==> config.mk <==
export PLATFORM = sky130hd
export DESIGN_NAME = led_burst_flasher_unit
export DESIGN_NICKNAME = d
export VERILOG_FILES = /design/src/rtl/lbf_pkg.sv /design/src/rtl/lbf_core.sv /design/src/rtl/led_burst_flasher_unit.sv
export SDC_FILE = /design/constraint.sdc
export NUM_CORES = 1
export LEC_CHECK = 0
export BUFFER_PORTS_ARGS = -buffer_cell sky130_fd_sc_hd__buf_2
export CORE_MARGIN = 2
export CORE_UTILIZATION = 35
export DETAILED_ROUTE_END_ITERATION = 7
export GPL_TIMING_DRIVEN = 0
export MAX_ROUTING_LAYER = met4
export SLEW_MARGIN = 30
export SYNTH_ARGS = -nofsm -noshare
export SYNTH_HDL_FRONTEND = slang
export SYNTH_HIERARCHICAL = 1
export SYNTH_SLANG_ARGS = --single-unit
==> constraint.sdc <==
create_clock -name clk -period 7.1 [get_ports clk]
set_clock_uncertainty 0.15 [all_clocks]
set_input_delay 1.42 -clock clk [delete_from_list [all_inputs] [get_ports clk]]
set_output_delay 1.42 -clock clk [all_outputs]
set_load 0.05 [all_outputs]
==> src/rtl/lbf_pkg.sv <==
`timescale 1ns / 1ps
// ---------------------------------------------------------------------------
// lbf_pkg
// Shared codes, reset values and types of the LED burst flasher.
// ---------------------------------------------------------------------------
package lbf_pkg;

  localparam int LBF_TIME_BITS  = 16;
  localparam int CFG_TIME_W     = 16;
  localparam int CFG_INDEX_W    = 2;
  localparam int CFG_DATA_W     = 16;
  localparam int CMD_W          = 2;
  localparam int COUNT_W        = 16;
  localparam int BURST_W        = 8;

  // command codes
  localparam logic [CMD_W-1:0] CMD_TICK  = 2'd0;
  localparam logic [CMD_W-1:0] CMD_START = 2'd1;
  localparam logic [CMD_W-1:0] CMD_STOP  = 2'd2;

  // register indexes
  localparam logic [CFG_INDEX_W-1:0] REG_ON_TIME  = 2'd0;
  localparam logic [CFG_INDEX_W-1:0] REG_OFF_TIME = 2'd1;
  localparam logic [CFG_INDEX_W-1:0] REG_INVERT   = 2'd2;
  localparam logic [CFG_INDEX_W-1:0] REG_ENABLE   = 2'd3;

  // reset values and limits
  localparam logic [CFG_TIME_W-1:0] RESET_ON_TIME  = 16'd20;
  localparam logic [CFG_TIME_W-1:0] RESET_OFF_TIME = 16'd200;
  localparam logic                  RESET_INVERT   = 1'b1;
  localparam logic                  RESET_ENABLE   = 1'b0;
  localparam logic [COUNT_W-1:0]    BURST_LIMIT    = 16'h00ff;

  typedef struct packed {
    logic [CFG_TIME_W-1:0] on_time;
    logic [CFG_TIME_W-1:0] dark_time;
    logic                  invert_output;
    logic                  enable;
  } lbf_cfg_t;

  typedef struct packed {
    logic pin_level;
    logic lit;
    logic busy;
  } lbf_res_t;

endpackage

==> src/rtl/lbf_core.sv <==
`timescale 1ns / 1ps
// ---------------------------------------------------------------------------
// lbf_core
// Flasher state and its update for a tick, start or stop item.
// ---------------------------------------------------------------------------
module lbf_core
  import lbf_pkg::*;
#(
  parameter int TIME_BITS = LBF_TIME_BITS
) (
  input  logic               clk,
  input  logic               rst,
  input  logic               step,
  input  logic [CMD_W-1:0]   cmd,
  input  logic [COUNT_W-1:0] count,
  input  lbf_cfg_t           cfg,
  output lbf_res_t           res
);

  localparam int CMP_W = (TIME_BITS > CFG_TIME_W) ? TIME_BITS : CFG_TIME_W;
  localparam logic [TIME_BITS-1:0] TIME_MAX = {TIME_BITS{1'b1}};

  logic [TIME_BITS-1:0] elapsed, elapsed_next, elapsed_inc;
  logic [BURST_W-1:0]   flashes_left, flashes_left_next, flashes_dec;
  logic                 looping, looping_next;
  logic                 on_phase, on_phase_next;
  logic                 lit_out, lit_out_next;
  logic                 active;

  assign active      = (flashes_left != '0) || looping;
  assign elapsed_inc = (elapsed == TIME_MAX) ? elapsed : elapsed + 1'b1;
  assign flashes_dec = (flashes_left != '0) ? flashes_left - 1'b1 : flashes_left;

  always_comb begin
    elapsed_next      = elapsed;
    flashes_left_next = flashes_left;
    looping_next      = looping;
    on_phase_next     = on_phase;
    lit_out_next      = lit_out;
    unique case (cmd)
      CMD_TICK: begin
        if (cfg.enable && active) begin
          elapsed_next = elapsed_inc;
          if (on_phase) begin
            if (CMP_W'(elapsed_inc) > CMP_W'(cfg.on_time)) begin
              elapsed_next  = '0;
              on_phase_next = 1'b0;
            end else begin
              lit_out_next = 1'b1;
            end
          end else begin
            if (CMP_W'(elapsed_inc) > CMP_W'(cfg.dark_time)) begin
              flashes_left_next = flashes_dec;
              elapsed_next      = '0;
              if ((flashes_dec != '0) || looping) begin
                on_phase_next = 1'b1;
              end
            end else begin
              lit_out_next = 1'b0;
            end
          end
        end
      end
      CMD_START: begin
        if (flashes_left == '0) begin
          elapsed_next  = '0;
          on_phase_next = 1'b1;
          if (count > BURST_LIMIT) begin
            looping_next = 1'b1;
          end else begin
            flashes_left_next = count[BURST_W-1:0];
          end
        end
      end
      CMD_STOP: begin
        on_phase_next     = 1'b0;
        looping_next      = 1'b0;
        flashes_left_next = BURST_W'(1);
      end
      default: begin
      end
    endcase
  end

  always_ff @(posedge clk) begin
    if (rst) begin
      elapsed      <= '0;
      flashes_left <= '0;
      looping      <= 1'b0;
      on_phase     <= 1'b0;
      lit_out      <= 1'b0;
    end else if (step) begin
      elapsed      <= elapsed_next;
      flashes_left <= flashes_left_next;
      looping      <= looping_next;
      on_phase     <= on_phase_next;
      lit_out      <= lit_out_next;
    end
  end

  // result reflects the state after this item
  assign res.pin_level = lit_out_next ^ cfg.invert_output;
  assign res.lit       = lit_out_next;
  assign res.busy      = (flashes_left_next != '0) || looping_next;

endmodule

==> src/rtl/led_burst_flasher_unit.sv <==
`timescale 1ns / 1ps
// ---------------------------------------------------------------------------
// led_burst_flasher_unit
// One LED channel flasher with burst count, endless loop and stop.
// ---------------------------------------------------------------------------
//
//  channel  direction  handshake          payload
//  -------  ---------  -----------------  --------------------------------
//  in       sink       in_valid/in_stall  command, flash_count
//  out      source     out_valid/out_stall pin_level, lit, busy_res
//  cfg      sink       cfg_write          cfg_index, cfg_data
//
//  One item per clock sustained while out_stall stays low. An accepted item
//  sits in the input register while the core updates on it, and its result
//  is loaded into the result register as the item steps, raising out_valid.
//  rst (synchronous) clears all flasher state and loads the register reset
//  values. A stalled result holds; the input register still takes one more
//  item behind it before in_stall rises.
//
module led_burst_flasher_unit
  import lbf_pkg::*;
#(
  parameter int TIME_BITS = LBF_TIME_BITS
) (
  input  logic                   clk,
  input  logic                   rst,
  // input items
  input  logic                   in_valid,
  output logic                   in_stall,
  input  logic [CMD_W-1:0]       command,
  input  logic [COUNT_W-1:0]     flash_count,
  // result items
  output logic                   out_valid,
  input  logic                   out_stall,
  output logic                   pin_level,
  output logic                   lit,
  output logic                   busy_res,
  // configuration
  input  logic                   cfg_write,
  input  logic [CFG_INDEX_W-1:0] cfg_index,
  input  logic [CFG_DATA_W-1:0]  cfg_data
);

  // configuration registers
  lbf_cfg_t cfg;

  always_ff @(posedge clk) begin
    if (rst) begin
      cfg.on_time       <= RESET_ON_TIME;
      cfg.dark_time     <= RESET_OFF_TIME;
      cfg.invert_output <= RESET_INVERT;
      cfg.enable        <= RESET_ENABLE;
    end else if (cfg_write) begin
      unique case (cfg_index)
        REG_ON_TIME:  cfg.on_time       <= cfg_data;
        REG_OFF_TIME: cfg.dark_time     <= cfg_data;
        REG_INVERT:   cfg.invert_output <= cfg_data[0];
        REG_ENABLE:   cfg.enable        <= cfg_data[0];
        default: begin
        end
      endcase
    end
  end

  // input register
  logic               in_q_valid;
  logic [CMD_W-1:0]   cmd_q;
  logic [COUNT_W-1:0] count_q;
  logic               in_accept;
  logic               advance;  // result register can take a new result
  logic               step;     // the held item is processed this cycle

  assign advance   = !out_valid || !out_stall;
  assign in_stall  = in_q_valid && !advance;
  assign in_accept = in_valid && !in_stall;
  assign step      = in_q_valid && advance;

  always_ff @(posedge clk) begin
    if (rst) begin
      in_q_valid <= 1'b0;
    end else if (in_accept) begin
      in_q_valid <= 1'b1;
    end else if (advance) begin
      in_q_valid <= 1'b0;
    end
  end

  always_ff @(posedge clk) begin
    if (in_accept) begin
      cmd_q   <= command;
      count_q <= flash_count;
    end
  end

  // flasher state and update
  lbf_res_t res;

  lbf_core #(
    .TIME_BITS (TIME_BITS)
  ) u_core (
    .clk   (clk),
    .rst   (rst),
    .step  (step),
    .cmd   (cmd_q),
    .count (count_q),
    .cfg   (cfg),
    .res   (res)
  );

  // result register
  always_ff @(posedge clk) begin
    if (rst) begin
      out_valid <= 1'b0;
    end else if (step) begin
      out_valid <= 1'b1;
    end else if (!out_stall) begin
      out_valid <= 1'b0;
    end
  end

  always_ff @(posedge clk) begin
    if (step) begin
      pin_level <= res.pin_level;
      lit       <= res.lit;
      busy_res  <= res.busy;
    end
  end

  // checks
  a_stall_only_when_full: assert property (@(posedge clk) disable iff (rst)
    in_stall |-> (in_q_valid && out_valid && out_stall))
    else $error("input stalled while a stage is free");

  a_step_gives_result: assert property (@(posedge clk) disable iff (rst)
    step |=> out_valid)
    else $error("processed item produced no result");

  a_stop_leaves_busy: assert property (@(posedge clk) disable iff (rst)
    (step && (cmd_q == CMD_STOP)) |=> busy_res)
    else $error("stop did not leave a final count");

  a_loop_start_busy: assert property (@(posedge clk) disable iff (rst)
    (step && (cmd_q == CMD_START) && (count_q > BURST_LIMIT)) |=> busy_res)
    else $error("endless start not reported busy");

endmodule

* Yosys cells after proc, flatten, opt, wreduce, memory -nomap -nowiden
Cells that the tools add are included.
** Operators by class
- Add/subtract/negate cells :: 2
- Multipliers :: 0
- Divide/modulo/power cells :: 0
- Magnitude comparators :: 3
- Equality and inequality tests :: 9
- Shifts and indexed selects :: 0
- Mux-type cells :: 33
- Bitwise operators :: 1
- Reductions and logical operators :: 27
** Operators with widths (number)
- two-way mux 16 bit :: 6
- two-way mux 8 bit :: 6
- > comparator 16 bit :: 2
- one-hot mux 16 bit (2 select lines) :: 1
- one-hot mux 8 bit (3 select lines) :: 1
- nonzero test 8 bit :: 3
- two-way mux 1 bit :: 17
- adder 16 x 1 -> 16 bit (second input constant) :: 1
- equality test 16 bit (second input constant) :: 1
- > comparator 16 x 8 -> 1 bit (second input constant) :: 1
- logical NOT 8 bit :: 1
- AND reduction 2 bit :: 4
- AND reduction 4 bit :: 2
- subtractor 8 x 1 -> 8 bit (second input constant) :: 1
- equality test 2 bit (second input constant) :: 3
- != test 2 x 1 -> 1 bit (second input constant) :: 3
- equality test 2 x 1 -> 1 bit (second input constant) :: 2
- logical AND 1 bit :: 4
- logical NOT 1 bit :: 4
- logical NOT 2 bit :: 2
- logical OR 1 bit :: 4
- nonzero test 2 bit :: 2
- one-hot mux 1 bit (3 select lines) :: 1
- nonzero test 3 bit :: 1
- 2 further kinds :: 2
** Storage, ports and cells
- Flip-flop bits (word level) :: 84
- Latch bits :: 0
- Bits in writable memories :: 0
- Bits in read-only memories :: 0
- Bits of input ports :: 41
- Logic and storage cells :: 91
- Memories kept :: 0

* Longest topological paths before layout
- Depth in word-level cells :: 9
- Depth in mapped cells :: 18
- Mapped depth without buffers :: 17

* By module
Netlist, hierarchy kept.
** By module, submodules not included
- lbf_core :: times used 1, cells an instance 436, area an instance 3284.4 µm², seq. area each 540.5 µm²
- led_burst_flasher_unit :: times used 1, cells an instance 170, area an instance 2140.8 µm², seq. area each 1351.3 µm²

* Least setup slack after synthesis
No wires, ideal clock.
- Path kind :: reg-to-reg
- From :: register u_core.elapsed[0]
- To :: register busy_res (data pin)
- Library setup time :: 271 ps
- Data arrival time :: 3939 ps
- Required time :: 6679 ps
- Slack :: 2740 ps
- Cell stages (with the launch flop) :: 19
- Buffers on the path :: 1
- Period minus slack after synthesis :: 4360 ps
- Cell sequence :: dfxtp_1 -> ha_1 -> nand3_1 -> nor4_2 -> nand4_2 -> and4_1 -> and3_1 -> nor2b_1 -> or2_1 -> ha_1 -> a21oi_1 -> o21ai_0 -> a221o_1 -> a211o_1 -> buf_4 -> a41oi_1 -> o21ai_1 -> nor4_1 -> nand4b_1
** RTL lines
- from (decl) :: line lbf_core.sv:23 : logic [TIME_BITS-1:0] elapsed, elapsed_next, elapsed_inc;
- from (signal assigned) :: line lbf_core.sv:93 : elapsed <= elapsed_next;
- to (signal assigned) :: line led_burst_flasher_unit.sv:125 : busy_res <= res.busy;
- to (decl) :: line led_burst_flasher_unit.sv:37 : output logic busy_res,

==> flow_summary.json <==
{
  "endpoint_kind": "flip-flop",
  "firstDrtPassIters": 5,
  "cts_made_buffers": 9,
  "hp-start": "u_core/elapsed[10]$_SDFFE_PP0P_",
  "core_mm2": 0.01520,
  "syn_nets": 685,
  "drcViolationCount": 0,
  "synth_commonest_cells": "dfxtp_1 (63), nor2_1 (51), inv_1 (45), nand2b_1 (45)",
  "maxSlewViolCount": 0,
  "hold_end": "u_core/elapsed[10]$_SDFFE_PP0P_",
  "cts_root_buf": "clkbuf_16",
  "drive_gt1_share_pct": 17.87,
  "placedCellCount": 838,
  "grt_overflow": 0,
  "synth_edf_count": 21,
  "grt_pass1_vias": 4491,
  "fin_crit_sh_pct": 73.10,
  "gp_congestion": 0.9943,
  "antenna_found_initial": 0,
  "drt-initial-drc-count": 355,
  "finalSetupTns_ns": 0,
  "grt_max_degree": 19,
  "ctsResizeCount": 0,
  "p_int_w": 0.0008353,
  "grt_pass1_wl_um": 22310,
  "clock.fmax_mhz": 192.7,
  "crit_required_ns": 7.00,
  "p_sw_w": 0.0002795,
  "fp.dieH_um": 128.5,
  "port_buffers": 44,
  "stdcell_count": 854,
  "ys.flop_type": "dfxtp_1",
  "dp_hpwl_um": 10670,
  "syn_area_per_cell_um2": 8.952,
  "nNetsFinal": 740,
  "drt-total-wl_um": 13690,
  "htreeDepth": 3,
  "start_kind": "flip-flop",
  "ys_seq_area_share_pct": 34.87,
  "critical_path_class": "reg2reg",
  "nFillCells": 1522,
  "power.share.clock_pct": 42.6,
  "r2r_cells": 18,
  "fp-row-count": 45,
  "synth.distinct_cells": 84,
  "use_met2_pct": 28.44,
  "via_count": 4594,
  "final-setup-viol-count": 0,
  "track_usage_pct": 17.63,
  "p_seq_share_pct": 46.2,
  "synthToLayoutAreaGrowth_pct": 14.07,
  "relSlewSlack_pct": 45.50,
  "synth_area_mm2": 0.005425,
  "ant_nets": 0,
  "clk_latency_ns": 0.34,
  "dieArea_mm2": 0.01651,
  "die_w_um": 128.5,
  "synth_top_area_share_pct": 23.25,
  "grt-busiest-layer": "met2",
  "avgRoutedWirePerCell_um": 16.03,
  "postCtsSetupRepairBufs": 0,
  "clock-sinks": 84,
  "hold_path.class": "reg2reg",
  "pin_count": 46,
  "hold_buffers": 0,
  "synth.area.top_cells": "dfxtp_1 (23%), edfxtp_1 (12%), ha_1 (8.8%), mux2i_1 (7.0%), nand2b_1 (5.2%)",
  "whs_ns": 0.3119,
  "synthCells": 606,
  "cp.arrival_ns": 5.09,
  "grt_setup_unrepaired": "no",
  "swShare_pct": 25.07,
  "path_max_fanout": 10,
  "clk_pin_slew_ns": 0.06,
  "cap_violations": 0,
  "worstHoldPathCells": 2,
  "regToRegSetupSlack_ns": 1.91,
  "insertedDiodeCount": 0,
  "start_util_pct": 35.69,
  "avgViaCountPerCell": 5.379,
  "status": "finished, final reports clean",
  "clock_path_buffers": 2,
  "max-vdd-ir-drop_mv": 0.1451,
  "yosysTopAreaCell": "dfxtp_1",
  "fin_util_pct": 40.71,
  "ys_ff_latch": 84,
  "grt_util_met1_pct": 22.57,
  "p_leak_nw": 2.617,
  "synth-async-reset-ratio_pct": 0,
  "worstReg2RegEnd": "busy_res$_DFFE_PP_",
  "min_period_ns": 5.190,
  "regArea_mm2": 0.001892,
  "synth_most_common_cell": "dfxtp_1",
  "powerDensity_mw_per_mm2": 180.1,
  "grtUsageMet3_pct": 3.160,
  "yosys_warnings": 6,
  "worstMarginPinSlew_ns": 0.8166,
  "hold_violations": 0,
  "cts_tree": "done",
  "crit-reg2reg-launch": "u_core/elapsed[0]$_SDFFE_PP0P_",
  "multi_input_comb_area_mm2": 0.003154,
  "combPwrFrac_pct": 11.2
}
[flip-flops by register name (all words and copies together) (netlist names), 2 cells and up]
name and cells:
u_core/flashes_left 8, cfg 34, u_core/elapsed 16, cmd_q 2
count_q 16
[critical path, stage by stage, from the launching register on]
cell and delay, ns:
dfxtp_1 0.42, ha_1 0.29, nand3_1 0.15, nor4_2 0.30, nand4_2 0.29, and4_1 0.37, and3_1 0.22, nor2b_1 0.13
or2_1 0.26, ha_1 0.33, a21oi_1 0.14, o21ai_0 0.09, a221o_1 0.37, a211o_1 0.34, buf_4 0.21, a41oi_1 0.18
o21ai_1 0.13, nor4_1 0.31, nand4b_1 0.20
[cell families (layout without fill, tap and decap cells)]
family | count (synthesis) | in the layout | share of synthesized area [%]
simple gates | 239 | 239 | 24.65
compound gates | 122 | 122 | 15.91
flops | 84 | 84 | 34.87
buf+inv | 75 | 135 | 7.034
mux | 41 | 41 | 7.634
fa+ha+maj | 38 | 38 | 8.764
xor+xnor | 7 | 7 | 1.130
[area by class of cell]
cell class	instances	share of cell area (%)
buffer	30	3.437
clock buffer	12	4.488
clock inverter	4	0.4448
inverter	45	2.729
multi-input combinational	447	50.97
sequential	84	30.57
tap	188	3.801
timing repair buffer	44	3.558
[worst max-delay path by stage]
stage | startpoint | end | slack [ns] | cells after the start
2_1_floorplan | u_core/elapsed[0]$_SDFFE_PP0P_ | busy_res$_DFFE_PP_ | 2.74 | 18
3_3_place_gp | u_core/elapsed[0]$_SDFFE_PP0P_ | busy_res$_DFFE_PP_ | 1.97 | 18
3_5_place_dp | u_core/elapsed[0]$_SDFFE_PP0P_ | busy_res$_DFFE_PP_ | 1.99 | 18
4_1_cts | u_core/elapsed[0]$_SDFFE_PP0P_ | busy_res$_DFFE_PP_ | 1.93 | 18
5_1_grt | u_core/elapsed[0]$_SDFFE_PP0P_ | busy_res$_DFFE_PP_ | 1.45 | 18
6_report | u_core/elapsed[0]$_SDFFE_PP0P_ | busy_res$_DFFE_PP_ | 1.91 | 18
[through the flow]
step	setup slack [ns]	total power, W	area, µm²
final	1.910	0.001115	6188
after global routing	1.451	0.001160	6188
after CTS	1.930	0.001126	6188
after detailed placement	1.985	0.0006489	5883
after global placement	1.967	0.0006465	5881
after floorplan	2.740	0.0006077	5425
[layout by cell type (no fill, tap or decap), types with 8 or more instances in the layout]
master      n
a21oi_1    37
buf_2      49
buf_6       9
clkbuf_1    9
clkbuf_16  10
dfxtp_1    63
edfxtp_1   21
ha_1       38
inv_1      45
mux2i_1    38
nand2_1    38
nand2b_1   45
nand3_1    26
nand4_1    11
nor2_1     50
nor3_1     10
o21ai_0    19
or2_2       8
[power groups by stage]
stage               sequential (W)  combinational, W  clock, W
global placement          0.000526          0.000121         0
CTS                       0.000515          0.000124  0.000487
finish                    0.000515          0.000125  0.000475
global route              0.000517          0.000136  0.000507
detailed placement        0.000526          0.000123         0
floorplan                 0.000527         0.0000805         0
[routing by layer]
metal  up-vias  part of all wire [%]
met5         -                     0
met4         0                   1.7
met3        20                   3.9
met2       118                    47
met1      2189                    47
li1       2267                     -
Note: power is estimated with default switching activity, not from simulation.
